**src/rtl/emr_pkg.sv**
```systemverilog
// shared constants and types of the midpoint ellipse rasterizer
package emr_pkg;

   // default axis length width and center coordinate width
   localparam int AXIS_BITS_DEF  = 9;
   localparam int COORD_BITS_DEF = 10;

   // decision value width, two's complement, wraps
   localparam int DEC_BITS = 48;

   // width of every result coordinate
   localparam int OUT_BITS = 12;

   // scale applied to a product before it is accumulated
   typedef enum logic [1:0] {
      SCALE_1 = 2'd0,
      SCALE_4 = 2'd1,
      SCALE_8 = 2'd2
   } acc_scale_type;

   // one accumulator operation
   typedef struct packed {
      logic          en;
      logic          clr;
      logic          sub;
      acc_scale_type scale;
   } acc_op_type;

   // one result word
   typedef struct packed {
      logic                point_valid;
      logic [OUT_BITS-1:0] right_x;
      logic [OUT_BITS-1:0] left_x;
      logic [OUT_BITS-1:0] lower_y;
      logic [OUT_BITS-1:0] upper_y;
      logic                last_set;
   } result_type;

endpackage

```
**src/rtl/emr_mul.sv**
```systemverilog
// shared multiplier with registered product
module emr_mul #(
   parameter int A_BITS = 29,
   parameter int B_BITS = 11
) (
   input  logic                     clock,
   input  logic [A_BITS-1:0]        op_a,
   input  logic [B_BITS-1:0]        op_b,
   output logic [A_BITS+B_BITS-1:0] prod_ff
);

   // one product per cycle
   always_ff @(posedge clock) begin
      prod_ff <= op_a * op_b;
   end

endmodule

```
**src/rtl/emr_accum.sv**
```systemverilog
// decision value accumulator: clear, add or subtract a scaled product
module emr_accum (
   input  logic                        clock,
   input  logic                        reset,
   input  emr_pkg::acc_op_type         op,
   input  logic [emr_pkg::DEC_BITS-1:0] term,
   output logic [emr_pkg::DEC_BITS-1:0] acc_ff
);

   logic [emr_pkg::DEC_BITS-1:0] scaled;
   logic [emr_pkg::DEC_BITS-1:0] base;
   logic [emr_pkg::DEC_BITS-1:0] acc_in;

   // scale the product by a power of two
   always_comb begin
      unique case (op.scale)
         emr_pkg::SCALE_4: scaled = term << 2;
         emr_pkg::SCALE_8: scaled = term << 3;
         default:          scaled = term;
      endcase
   end

   // add or subtract onto the old value or onto zero
   always_comb begin
      base   = op.clr ? '0 : acc_ff;
      acc_in = op.sub ? base - scaled : base + scaled;
   end

   always_ff @(posedge clock) begin
      if (reset) begin
         acc_ff <= '0;
      end else if (op.en) begin
         acc_ff <= acc_in;
      end
   end

endmodule

```
**src/rtl/emr_seq.sv**
```systemverilog
// sequencer: ellipse state, operand selection and result forming
module emr_seq #(
   parameter int AXIS_BITS  = emr_pkg::AXIS_BITS_DEF,
   parameter int COORD_BITS = emr_pkg::COORD_BITS_DEF,
   parameter int MA_BITS    = 3 * AXIS_BITS + 2,
   parameter int MB_BITS    = AXIS_BITS + 2
) (
   input  logic                          clock,
   input  logic                          reset,
   input  logic                          start,
   input  logic                          mode,
   input  logic [COORD_BITS-1:0]         center_x,
   input  logic [COORD_BITS-1:0]         center_y,
   input  logic [AXIS_BITS-1:0]          semi_axis_a,
   input  logic [AXIS_BITS-1:0]          semi_axis_b,
   input  logic                          out_free,
   input  logic [MA_BITS+MB_BITS-1:0]    prod,
   input  logic [emr_pkg::DEC_BITS-1:0]  acc,
   output logic [MA_BITS-1:0]            mul_a,
   output logic [MB_BITS-1:0]            mul_b,
   output emr_pkg::acc_op_type           acc_op,
   output logic                          ready,
   output logic                          res_fire,
   output emr_pkg::result_type           result
);

   localparam int OB_BITS = AXIS_BITS + 1;
   localparam int SB_BITS = 2 * AXIS_BITS;
   localparam logic MODE_START = 1'b0;

   typedef enum logic [4:0] {
      ST_IDLE,
      ST_AA,
      ST_BB,
      ST_AB,
      ST_ASUB,
      ST_AADD,
      ST_R1_BX,
      ST_R1_AY,
      ST_R1_B1,
      ST_R1_FIN,
      ST_H_BTX,
      ST_H_BTX2,
      ST_H_ATY,
      ST_H_ATY2,
      ST_H_AB,
      ST_H_AB2,
      ST_H_FIN,
      ST_R2_AY,
      ST_R2_A1,
      ST_R2_AADD,
      ST_R2_BX,
      ST_EMIT
   } state_type;

   state_type             state_ff;
   logic [OB_BITS-1:0]    x_ff;
   logic [OB_BITS-1:0]    y_ff;
   logic [COORD_BITS-1:0] cx_ff;
   logic [COORD_BITS-1:0] cy_ff;
   logic [AXIS_BITS-1:0]  a_ff;
   logic [AXIS_BITS-1:0]  b_ff;
   logic [SB_BITS-1:0]    a2_ff;
   logic [SB_BITS-1:0]    b2_ff;
   logic [MA_BITS-1:0]    cmp_ff;
   logic                  over_ff;
   logic                  diag_ff;
   logic                  region_two_ff;
   logic                  active_ff;
   logic                  null_ff;

   logic                  dec_neg;
   logic                  dec_pos;
   logic [MB_BITS-1:0]    tx;
   logic [OB_BITS-1:0]    ty;
   logic [MA_BITS-1:0]    prod_lo;

   // decision sign tests and handover operands
   always_comb begin
      dec_neg = acc[emr_pkg::DEC_BITS-1];
      dec_pos = (acc != '0) && !dec_neg;
      tx      = {x_ff, 1'b1};
      ty      = (y_ff != '0) ? y_ff - OB_BITS'(1) : '0;
      prod_lo = prod[MA_BITS-1:0];
   end

   // operand selection and accumulator control per step
   always_comb begin
      mul_a        = '0;
      mul_b        = '0;
      acc_op.en    = 1'b0;
      acc_op.clr   = 1'b0;
      acc_op.sub   = 1'b0;
      acc_op.scale = emr_pkg::SCALE_1;
      unique case (state_ff)
         ST_AA: begin
            mul_a = MA_BITS'(a_ff);
            mul_b = MB_BITS'(a_ff);
         end
         ST_BB: begin
            mul_a = MA_BITS'(b_ff);
            mul_b = MB_BITS'(b_ff);
         end
         ST_AB: begin
            mul_a        = MA_BITS'(a2_ff);
            mul_b        = MB_BITS'(b_ff);
            acc_op.en    = 1'b1;
            acc_op.clr   = 1'b1;
            acc_op.scale = emr_pkg::SCALE_4;
         end
         ST_ASUB: begin
            mul_a        = MA_BITS'(a2_ff);
            mul_b        = MB_BITS'(1);
            acc_op.en    = 1'b1;
            acc_op.sub   = 1'b1;
            acc_op.scale = emr_pkg::SCALE_4;
         end
         ST_AADD: begin
            acc_op.en = 1'b1;
         end
         ST_R1_BX: begin
            mul_a = MA_BITS'(b2_ff);
            mul_b = MB_BITS'(x_ff);
         end
         ST_R1_AY: begin
            mul_a        = MA_BITS'(a2_ff);
            mul_b        = MB_BITS'(y_ff);
            acc_op.en    = 1'b1;
            acc_op.scale = emr_pkg::SCALE_8;
         end
         ST_R1_B1: begin
            mul_a        = MA_BITS'(b2_ff);
            mul_b        = MB_BITS'(1);
            acc_op.en    = diag_ff;
            acc_op.sub   = 1'b1;
            acc_op.scale = emr_pkg::SCALE_8;
         end
         ST_R1_FIN: begin
            acc_op.en    = 1'b1;
            acc_op.scale = emr_pkg::SCALE_4;
         end
         ST_H_BTX: begin
            mul_a = MA_BITS'(b2_ff);
            mul_b = tx;
         end
         ST_H_BTX2: begin
            mul_a = prod_lo;
            mul_b = tx;
         end
         ST_H_ATY: begin
            mul_a      = MA_BITS'(a2_ff);
            mul_b      = MB_BITS'(ty);
            acc_op.en  = 1'b1;
            acc_op.clr = 1'b1;
         end
         ST_H_ATY2: begin
            mul_a = prod_lo;
            mul_b = MB_BITS'(ty);
         end
         ST_H_AB: begin
            mul_a        = MA_BITS'(a2_ff);
            mul_b        = MB_BITS'(b_ff);
            acc_op.en    = 1'b1;
            acc_op.scale = emr_pkg::SCALE_4;
         end
         ST_H_AB2: begin
            mul_a = prod_lo;
            mul_b = MB_BITS'(b_ff);
         end
         ST_H_FIN: begin
            acc_op.en    = 1'b1;
            acc_op.sub   = 1'b1;
            acc_op.scale = emr_pkg::SCALE_4;
         end
         ST_R2_AY: begin
            mul_a = MA_BITS'(a2_ff);
            mul_b = MB_BITS'(y_ff);
         end
         ST_R2_A1: begin
            mul_a        = MA_BITS'(a2_ff);
            mul_b        = MB_BITS'(1);
            acc_op.en    = 1'b1;
            acc_op.sub   = 1'b1;
            acc_op.scale = emr_pkg::SCALE_8;
         end
         ST_R2_AADD: begin
            mul_a        = MA_BITS'(b2_ff);
            mul_b        = MB_BITS'(x_ff);
            acc_op.en    = 1'b1;
            acc_op.scale = emr_pkg::SCALE_4;
         end
         ST_R2_BX: begin
            acc_op.en    = 1'b1;
            acc_op.scale = emr_pkg::SCALE_8;
         end
         default: begin
         end
      endcase
   end

   // result word from the latched center and current offsets
   always_comb begin
      ready    = (state_ff == ST_IDLE);
      res_fire = (state_ff == ST_EMIT) && out_free;
      if (null_ff) begin
         result = '0;
      end else begin
         result.point_valid = 1'b1;
         result.right_x = emr_pkg::OUT_BITS'(cx_ff) + emr_pkg::OUT_BITS'(x_ff);
         result.left_x  = emr_pkg::OUT_BITS'(cx_ff) - emr_pkg::OUT_BITS'(x_ff);
         result.lower_y = emr_pkg::OUT_BITS'(cy_ff) + emr_pkg::OUT_BITS'(y_ff);
         result.upper_y = emr_pkg::OUT_BITS'(cy_ff) - emr_pkg::OUT_BITS'(y_ff);
         result.last_set = (y_ff == '0);
      end
   end

   // state and ellipse registers
   always_ff @(posedge clock) begin
      if (reset) begin
         state_ff      <= ST_IDLE;
         x_ff          <= '0;
         y_ff          <= '0;
         cx_ff         <= '0;
         cy_ff         <= '0;
         a_ff          <= '0;
         b_ff          <= '0;
         a2_ff         <= '0;
         b2_ff         <= '0;
         cmp_ff        <= '0;
         over_ff       <= 1'b0;
         diag_ff       <= 1'b0;
         region_two_ff <= 1'b0;
         active_ff     <= 1'b0;
         null_ff       <= 1'b0;
      end else begin
         unique case (state_ff)
            ST_IDLE: begin
               if (start) begin
                  null_ff <= 1'b0;
                  priority if (mode == MODE_START) begin
                     cx_ff         <= center_x;
                     cy_ff         <= center_y;
                     a_ff          <= semi_axis_a;
                     b_ff          <= semi_axis_b;
                     x_ff          <= '0;
                     y_ff          <= OB_BITS'(semi_axis_b);
                     region_two_ff <= 1'b0;
                     active_ff     <= 1'b1;
                     state_ff      <= ST_AA;
                  end else if (!active_ff) begin
                     null_ff  <= 1'b1;
                     state_ff <= ST_EMIT;
                  end else if (!region_two_ff) begin
                     // region one: x always steps, y on a non-negative decision
                     x_ff    <= x_ff + OB_BITS'(1);
                     diag_ff <= !dec_neg;
                     if (!dec_neg) begin
                        y_ff <= y_ff - OB_BITS'(1);
                     end
                     state_ff <= ST_R1_BX;
                  end else begin
                     // region two: y always steps, x on a non-positive decision
                     y_ff    <= y_ff - OB_BITS'(1);
                     diag_ff <= !dec_pos;
                     if (!dec_pos) begin
                        x_ff <= x_ff + OB_BITS'(1);
                     end
                     state_ff <= ST_R2_AY;
                  end
               end
            end
            ST_AA:      state_ff <= ST_BB;
            ST_BB: begin
               a2_ff    <= prod[SB_BITS-1:0];
               state_ff <= ST_AB;
            end
            ST_AB: begin
               b2_ff    <= prod[SB_BITS-1:0];
               state_ff <= ST_ASUB;
            end
            ST_ASUB:    state_ff <= ST_AADD;
            ST_AADD:    state_ff <= ST_EMIT;
            ST_R1_BX:   state_ff <= ST_R1_AY;
            ST_R1_AY: begin
               cmp_ff   <= prod_lo;
               state_ff <= ST_R1_B1;
            end
            ST_R1_B1: begin
               over_ff  <= (cmp_ff > prod_lo);
               state_ff <= ST_R1_FIN;
            end
            ST_R1_FIN:  state_ff <= over_ff ? ST_H_BTX : ST_EMIT;
            ST_H_BTX:   state_ff <= ST_H_BTX2;
            ST_H_BTX2:  state_ff <= ST_H_ATY;
            ST_H_ATY:   state_ff <= ST_H_ATY2;
            ST_H_ATY2:  state_ff <= ST_H_AB;
            ST_H_AB:    state_ff <= ST_H_AB2;
            ST_H_AB2:   state_ff <= ST_H_FIN;
            ST_H_FIN: begin
               region_two_ff <= 1'b1;
               state_ff      <= ST_EMIT;
            end
            ST_R2_AY:   state_ff <= ST_R2_A1;
            ST_R2_A1:   state_ff <= ST_R2_AADD;
            ST_R2_AADD: state_ff <= diag_ff ? ST_R2_BX : ST_EMIT;
            ST_R2_BX:   state_ff <= ST_EMIT;
            ST_EMIT: begin
               if (out_free) begin
                  if (!null_ff && (y_ff == '0)) begin
                     active_ff <= 1'b0;
                  end
                  state_ff <= ST_IDLE;
               end
            end
            default:    state_ff <= ST_IDLE;
         endcase
      end
   end

endmodule

```
**src/rtl/midpoint_ellipse_rasterizer_core.sv**
```systemverilog
// top level of the midpoint ellipse rasterizer
//
// usage: the req channel carries one word per command. tuser is the mode:
// 0 starts an ellipse from the center and semi-axes in tdata, 1 advances
// the running ellipse by one point. every accepted word yields exactly one
// rsp word: tuser set when it carries a four-quadrant point set, tlast set
// on the final set (y offset zero). a step with no ellipse running gives a
// word with tuser clear and zero data.
// rate: one word is worked on at a time; all products come from a single
// registered multiplier, one per cycle, feeding a 48-bit accumulator.
// a region-one step that hands over to region two also runs the handover
// states before its result. the result sits in an output register, so the
// next word is taken while it waits.
// reset clears the sequencer and leaves no ellipse running. when rsp is
// stalled the finished word waits in its register; a second result then
// holds the sequencer until the register frees up.
module midpoint_ellipse_rasterizer_core #(
   parameter int AXIS_BITS  = emr_pkg::AXIS_BITS_DEF,
   parameter int COORD_BITS = emr_pkg::COORD_BITS_DEF
) (
   input  logic clock,
   input  logic reset,
   input  logic req_tvalid,
   output logic req_tready,
   // center_x, center_y, semi_axis_a, semi_axis_b, zero padding
   input  logic [((2*COORD_BITS+2*AXIS_BITS+7)/8)*8-1:0] req_tdata,
   // mode
   input  logic req_tuser,
   output logic rsp_tvalid,
   input  logic rsp_tready,
   // right_x, left_x, lower_y, upper_y
   output logic [4*emr_pkg::OUT_BITS-1:0] rsp_tdata,
   // point_valid
   output logic rsp_tuser,
   output logic rsp_tlast
);

   localparam int MA_BITS = 3 * AXIS_BITS + 2;
   localparam int MB_BITS = AXIS_BITS + 2;

   logic                         start;
   logic                         out_free;
   logic                         res_fire;
   logic [MA_BITS-1:0]           mul_a;
   logic [MB_BITS-1:0]           mul_b;
   logic [MA_BITS+MB_BITS-1:0]   prod;
   logic [emr_pkg::DEC_BITS-1:0] acc;
   emr_pkg::acc_op_type          acc_op;
   emr_pkg::result_type          result;
   emr_pkg::result_type          rsp_ff;
   logic                         rsp_valid_ff;

   // handshake
   always_comb begin
      start    = req_tvalid && req_tready;
      out_free = !rsp_valid_ff || rsp_tready;
   end

   emr_seq #(
      .AXIS_BITS  (AXIS_BITS),
      .COORD_BITS (COORD_BITS),
      .MA_BITS    (MA_BITS),
      .MB_BITS    (MB_BITS)
   ) u_seq (
      .clock       (clock),
      .reset       (reset),
      .start       (start),
      .mode        (req_tuser),
      .center_x    (req_tdata[COORD_BITS-1:0]),
      .center_y    (req_tdata[2*COORD_BITS-1:COORD_BITS]),
      .semi_axis_a (req_tdata[2*COORD_BITS+AXIS_BITS-1:2*COORD_BITS]),
      .semi_axis_b (req_tdata[2*COORD_BITS+2*AXIS_BITS-1:2*COORD_BITS+AXIS_BITS]),
      .out_free    (out_free),
      .prod        (prod),
      .acc         (acc),
      .mul_a       (mul_a),
      .mul_b       (mul_b),
      .acc_op      (acc_op),
      .ready       (req_tready),
      .res_fire    (res_fire),
      .result      (result)
   );

   emr_mul #(
      .A_BITS (MA_BITS),
      .B_BITS (MB_BITS)
   ) u_mul (
      .clock   (clock),
      .op_a    (mul_a),
      .op_b    (mul_b),
      .prod_ff (prod)
   );

   emr_accum u_accum (
      .clock  (clock),
      .reset  (reset),
      .op     (acc_op),
      .term   (emr_pkg::DEC_BITS'(prod)),
      .acc_ff (acc)
   );

   // output register
   always_ff @(posedge clock) begin
      if (reset) begin
         rsp_valid_ff <= 1'b0;
      end else if (res_fire) begin
         rsp_valid_ff <= 1'b1;
      end else if (rsp_tready) begin
         rsp_valid_ff <= 1'b0;
      end
   end

   always_ff @(posedge clock) begin
      if (res_fire) begin
         rsp_ff <= result;
      end
   end

   // result word onto the ports
   always_comb begin
      rsp_tvalid = rsp_valid_ff;
      rsp_tuser  = rsp_ff.point_valid;
      rsp_tlast  = rsp_ff.last_set;
      rsp_tdata  = {rsp_ff.upper_y, rsp_ff.lower_y, rsp_ff.left_x, rsp_ff.right_x};
   end

   // a result is loaded only into a free output register
   a_fire_free: assert property (@(posedge clock) disable iff (reset)
      res_fire |-> out_free)
      else $error("result loaded over a waiting word");

   // an accepted word takes the sequencer out of idle
   a_busy_after_accept: assert property (@(posedge clock) disable iff (reset)
      start |=> !req_tready)
      else $error("ready stayed high after accept");

   // the last set is always a real point set
   a_last_is_point: assert property (@(posedge clock) disable iff (reset)
      rsp_tvalid && rsp_tlast |-> rsp_tuser)
      else $error("last flag on an empty word");

   // an empty word carries no coordinates
   a_empty_zero: assert property (@(posedge clock) disable iff (reset)
      rsp_tvalid && !rsp_tuser |-> (rsp_tdata == '0))
      else $error("empty word with nonzero data");

endmodule

```
**config.mk**
```make
export PLATFORM = sky130hd
export DESIGN_NAME = midpoint_ellipse_rasterizer_core
export DESIGN_NICKNAME = d
export VERILOG_FILES = /design/src/rtl/emr_pkg.sv /design/src/rtl/emr_mul.sv /design/src/rtl/emr_accum.sv /design/src/rtl/emr_seq.sv /design/src/rtl/midpoint_ellipse_rasterizer_core.sv
export SDC_FILE = /design/constraint.sdc
export NUM_CORES = 2
export LEC_CHECK = 0
export BUFFER_PORTS_ARGS = -buffer_cell sky130_fd_sc_hd__buf_4
export CAP_MARGIN = 20
export CORE_UTILIZATION = 60
export CTS_BUF_LIST = sky130_fd_sc_hd__clkbuf_16
export CTS_CLUSTER_DIAMETER = 40
export DETAILED_ROUTE_END_ITERATION = 8
export PLACE_DENSITY = 0.78
export SLEW_MARGIN = 10
export SYNTH_ARGS = -nofsm -noshare
export SYNTH_HDL_FRONTEND = slang
export SYNTH_SLANG_ARGS = --single-unit
```
**constraint.sdc**
```tcl
create_clock -name clock -period 8.24 [get_ports clock]
set_input_delay 0.824 -clock clock [delete_from_list [all_inputs] [get_ports clock]]
set_output_delay 0.824 -clock clock [all_outputs]
set_load 0.05 [all_outputs]
```
== Yosys cells after proc, flatten, opt, wreduce, memory -nomap -nowiden ==
Cells that the tools add are included.
Widths: inputs -> output; s select.

* Input port bits: 45
* Bits in registers: 272
* Output and inout bits: 52

* $lt $le $gt $ge: 1
* Add/subtract/negate cells: 8
* Multipliers: 1
* Eq/ne operators: 30
* Bitwise gates (word level): 1
* Reductions and logical operators: 39
* Muxes and demuxes: 40

{| class="wikitable"
|+ Operator list
! operator !! number
|-
| $pmux 29 s5 || 1
|-
| $pmux 5 s20 || 1
|-
| $mux 48 || 2
|-
| $mux 10 || 9
|-
| $pmux 43 s2 || 1
|-
| $pmux 11 s7 || 1
|-
| $mux 50 || 1
|-
| $add 48x48->48 || 1
|-
| $reduce_bool 48->1 || 1
|-
| $sub 48x48->48 || 1
|-
| $eq 5x4->1 const B || 8
|-
| $mul 29x11->40 || 1
|-
| $eq 5x5->1 const B || 6
|-
| $mux 5 || 6
|-
| $gt 29x29->1 || 1
|-
| $add 10x10->11 || 2
|-
| $sub 10x10->11 || 2
|-
| $eq 5x3->1 const B || 4
|-
| $reduce_or 4->1 || 4
|-
| $mux 1 || 14
|-
| $reduce_and 4->1 || 3
|-
| $reduce_or 11->1 || 1
|-
| $add 10x1->10 const B || 1
|-
| $eq 5x2->1 const B || 2
|-
| other kinds (24) || 46
|}

== Depth between registers and ports, before layout ==
* Depth in word-level cells: 7
* Gate-level depth with buffers: 35
* Depth with buffers taken out: 30

== Modules after synthesis ==
From an unflattened synthesis, not the netlist that was laid out.

* Cells, all modules: 3,497
* Area, all modules: 28,379.7 µm²

{| class="wikitable"
|+ By module, submodules not included
! module !! sequential area each (µm²) !! area each (µm²) !! times used !! cells an instance
|-
| emr_mul || 800.8 || 11,013.1 || 1 || 1,258
|-
| emr_seq || 2,662.6 || 9,192.6 || 1 || 1,271
|-
| emr_accum || 960.9 || 6,616.3 || 1 || 912
|-
| midpoint_ellipse_rasterizer_core || 1,521.5 || 1,557.7 || 1 || 56
|}

== Least setup slack after synthesis ==
No wires, ideal clock.

* Path kind: reg-to-reg
* Start point: reg u_seq.state_ff[0]
* End point: reg u_mul.prod_ff[32]
* Required time: 8,168 ps
* Clock period less this slack: 7,516 ps
* Setup time: 72 ps
* Arrival: 7,444 ps
* Slack: 724 ps
* Cell stages (with the launch flop): 31
* Cells stage by stage: dfxtp_1 buf_2 clkinv_1 or3_1 a21oi_1 nand2_1 nand2_1 a21oi_1 o21ai_0 clkbuf_1 buf_1 nand2_1 fa_1 fa_1 inv_1 fa_1 fa_1 inv_1 fa_1 inv_1 ha_1 a211oi_1 o21ai_0 a221o_1 a221o_1 a41oi_1 o21ai_1 o311ai_1 nand2b_1 a21oi_1 xnor2_1

* Word-level cells in the longest chain between the ends: 4
* Elaborated cells between the ends (all ways): 28

{| class="wikitable"
|+ RTL lines
! item !! line !! text
|-
| start: declaration || emr_seq.sv:56 || <nowiki>state_type state_ff;</nowiki>
|-
| start signal: assignment || emr_seq.sv:292 || <nowiki>ST_R1_FIN: state_ff <= over_ff ? ST_H_BTX : ST_EMIT;</nowiki>
|-
| start signal: assignment || emr_seq.sv:305 || <nowiki>ST_R2_AADD: state_ff <= diag_ff ? ST_R2_BX : ST_EMIT;</nowiki>
|-
| $eq 5x5->1 (tied with other cells) || emr_seq.sv:95 || <nowiki>unique case (state_ff)</nowiki>
|-
| $reduce_or 7->1 (no line) (tied with other cells) || n/a ||
|-
| $pmux 29 s5 / $pmux 11 s7 (equally long branches) || emr_seq.sv:95 ||
|-
| $mul 29x11->40 * || emr_mul.sv:14 || <nowiki>prod_ff <= op_a * op_b;</nowiki>
|-
| end signal: assignment || emr_mul.sv:14 ||
|-
| end: declaration || emr_mul.sv:9 || <nowiki>output logic [A_BITS+B_BITS-1:0] prod_ff</nowiki>
|}

Mark *: on every way between the ends. The rest lies on a longest branch, timed or not.
A chain may end at the register's enable or synchronous reset.

== Worst setup path in the final report ==
* Start point: reg u_seq.state_ff[3]
* End point: reg u_mul.prod_ff[32]

The elaborated chain is that of the path after synthesis.

==> impl_metrics.toml <==
[status]
outcome = "finished clean"

[timing]
fmax_mhz = 126
final.min_clock_period_ns = 7.96
worst_pin_slew_ns = 1.12
relSlewSlack = 0.250
drv_slew = 0
timing.hold.ws_ns = 0.455
finalSetupViolations = 0
finClkSkew_ns = 0.0271
fin_crit_sh = 0.966
hold_viol_final = 0

[worst_setup_path]
critical_path.slowest_cell = "fa_1"
crit_arrival_ns = 8.48
criticalPathCategory = "reg -> reg"
cp.required_ns = 8.76
worst-path-buf-inv = 5
worstPathMaxFanout = 16
worst_path_most_repeated_cell = "fa_1"
critPathMaxStageDelay_ns = 0.56
start_kind = "flip-flop"
cpLargestDelayFamily = "adder cells"
end_kind = "flip-flop"

[grt]
grt_max_degree = 78
grt_usage = 0.334
grt.overflow.total = 0
grt_pass1_wl_mm = 122
grt_pass1_vias = 24200
antenna_found_initial = 0

[final_layout]
area.growth.synth_to_final_pct = 11.6
num-nets-final = 3917
drive_above_1_share = 0.0952
stdcell_area_mm2 = 0.0300
fillCellCount = 3618
antennaDiodeCount = 0

[routing]
drt_first_pass_iters = 9
drt_wl_total_mm = 74.2
vias = 24200
drt_iter0_drc = 2175
wl_per_cell_um = 18.3
drcViolationCount = 0
antenna_left = 0
routed_via_density = 5.97

[yosys]
synth_ff_type = "dfxtp_1"
netlist_instances = 3378
synth_edf_count = 44
yosysTopAreaCell = "fa_1"
yosysSeqAreaShare = 0.214
syn_area_per_cell_um2 = 7.97
synth_top_cell_area_share = 0.184
synth_common_cells = "nand2_1, inv_1, a21oi_1"
yosys-top-cells-area = "fa_1, dfxtp_1, ha_1"
ys_warn_count = 0
netlist_area_mm2 = 0.0269
ys_types = 98
post-synth-top-count-cell = "nand2_1"
ys_ff_latch = 266
async_flop_share = 0

[clocking]
cts.sinks = 266
clkTransAtPathRegs_ns = 0.05
htreeDepth = 2
tritoncts = "done"
cts_buffer_depth = 3
cts_made_buffers = 50
cts_setup_buffers = 0
clock_latency_ns = 0.61
cts_root_buffer = "clkbuf_16"

[floorplan]
die_w_um = 214
num_io_pins = 97
rows = 77
die-height_um = 214
start_util = 0.609
design.core.area_mm2 = 0.0442
fp.dieArea_mm2 = 0.0457

[hold_path]
hp-class = "reg -> reg"

[place]
place_hpwl_mm = 57.3
portBuffers = 92
placed_cell_area_mm2 = 0.0283
gp_congestion = 0.954

[power_and_ir_drop]
ir_drop_uv = 223
powerDensity_mw_per_mm2 = 311
leakage_nw = 13.2

[job]
maxCapViolCount = 0
power breakdown:
group	switching (W)	total, W	internal, W
Sequential	0.000113	0.00159	0.00148
Combinational	0.00356	0.00568	0.00212
Clock	0.000781	0.00207	0.00129
Total	0.00445	0.00935	0.00490
layer usage:
layer  vias up  part of all wire  routed length, um  GRT usage
li1      11400                 -                  -          -
met1     11700              0.42              31300      0.447
met2      1007              0.45              33600      0.536
met3       198             0.086               6380     0.0611
met4         0             0.039               2900      0.132
met5         -                 0                  0          0
worst register-to-register path, cell delays in order (launching register included):
cell,delay (ns)
dfxtp_1,0.54
inv_1,0.17
nand2_1,0.20
nor2_1,0.07
buf_4,0.19
a222oi_1,0.54
o2111a_2,0.54
buf_4,0.26
nor2_1,0.08
fa_1,0.49
fa_1,0.54
fa_1,0.54
fa_1,0.56
inv_1,0.06
fa_1,0.54
inv_1,0.04
ha_1,0.36
o21a_1,0.14
a221o_1,0.38
a221o_1,0.36
a41oi_1,0.28
o21ai_1,0.30
o311ai_1,0.30
nand2b_1,0.09
a21oi_1,0.18
xnor2_1,0.13
final cells by class:
cell class	count	area (um2)	area share
Clock inverter	44	458	0.0152
Multi-Input combinational cell	2574	19100	0.637
Inverter	360	1350	0.0450
Tap cell	592	741	0.0247
Clock buffer	50	1250	0.0417
Sequential cell	266	5770	0.192
Timing Repair Buffer	173	1340	0.0447
path summary, 6_finish.rpt:
kind,from,to,slack [ns],cells after the start
worst min-delay path,u_seq.b2_ff[2]$_SDFFE_PP0P_,u_seq.b2_ff[2]$_SDFFE_PP0P_,0.45,2
worst max-delay path,u_seq.state_ff[3]$_SDFFE_PP0P_,u_mul.prod_ff[32]$_DFF_P_,0.28,25
worst min register to register,u_seq.b2_ff[2]$_SDFFE_PP0P_,u_seq.b2_ff[2]$_SDFFE_PP0P_,0.45,2
worst max register to register,u_seq.state_ff[3]$_SDFFE_PP0P_,u_mul.prod_ff[32]$_DFF_P_,0.28,25
kinds of logic (layout without fill, tap and decap cells):
group / Yosys count / after routing / synth area share
adders and majority gates: 447 / 447 / 0.277
and+or+nand+nor: 1232 / 1232 / 0.204
DFF: 266 / 266 / 0.214
xor gates and xnor gates: 147 / 147 / 0.0478
other: 1 / 2 / 0.000139
AOI/OAI and AO/OA: 739 / 739 / 0.175
buffers and inverters: 539 / 627 / 0.0788
muxes: 7 / 7 / 0.00284
flip-flops by register name (all words and copies together) (netlist names), 18 cells and up:
register        cells
u_mul.prod_ff      40
u_seq.a2_ff        18
u_seq.cmp_ff       29
u_accum.acc_ff     48
u_seq.b2_ff        18
rsp_tdata          42
what timing repair did:
action / CTS / global route
resized for setup: 0 / 7
hold buffers: 0 / 0
setup endpoints to repair: 0 / 7
cell usage in the layout (no fill, tap or decap), drive strengths merged, types with 50 or more instances in the layout:
master and n:
a21o 57, a21oi 313, buf 173, clkbuf 50, dfxtp 222, fa 247
ha 200, inv 372, nand2 591, nor2 300, nor2b 87, o21ai 116
xnor2 92, xor2 55
per-stage QoR:
stage               worst slack, ns  instances  total power [W]  setup TNS [ns]  utilization
floorplan                     0.724       3379          0.00600               0            -
global placement              0.374       3963          0.00702               0        0.639
detailed placement            0.346       3963          0.00716               0        0.639
CTS                           0.270       4057          0.00927               0        0.678
global route                -0.0119       4059          0.00999         -0.0119        0.679
finish                        0.282       4059          0.00935               0        0.679
(Power assumes the default switching activity.)
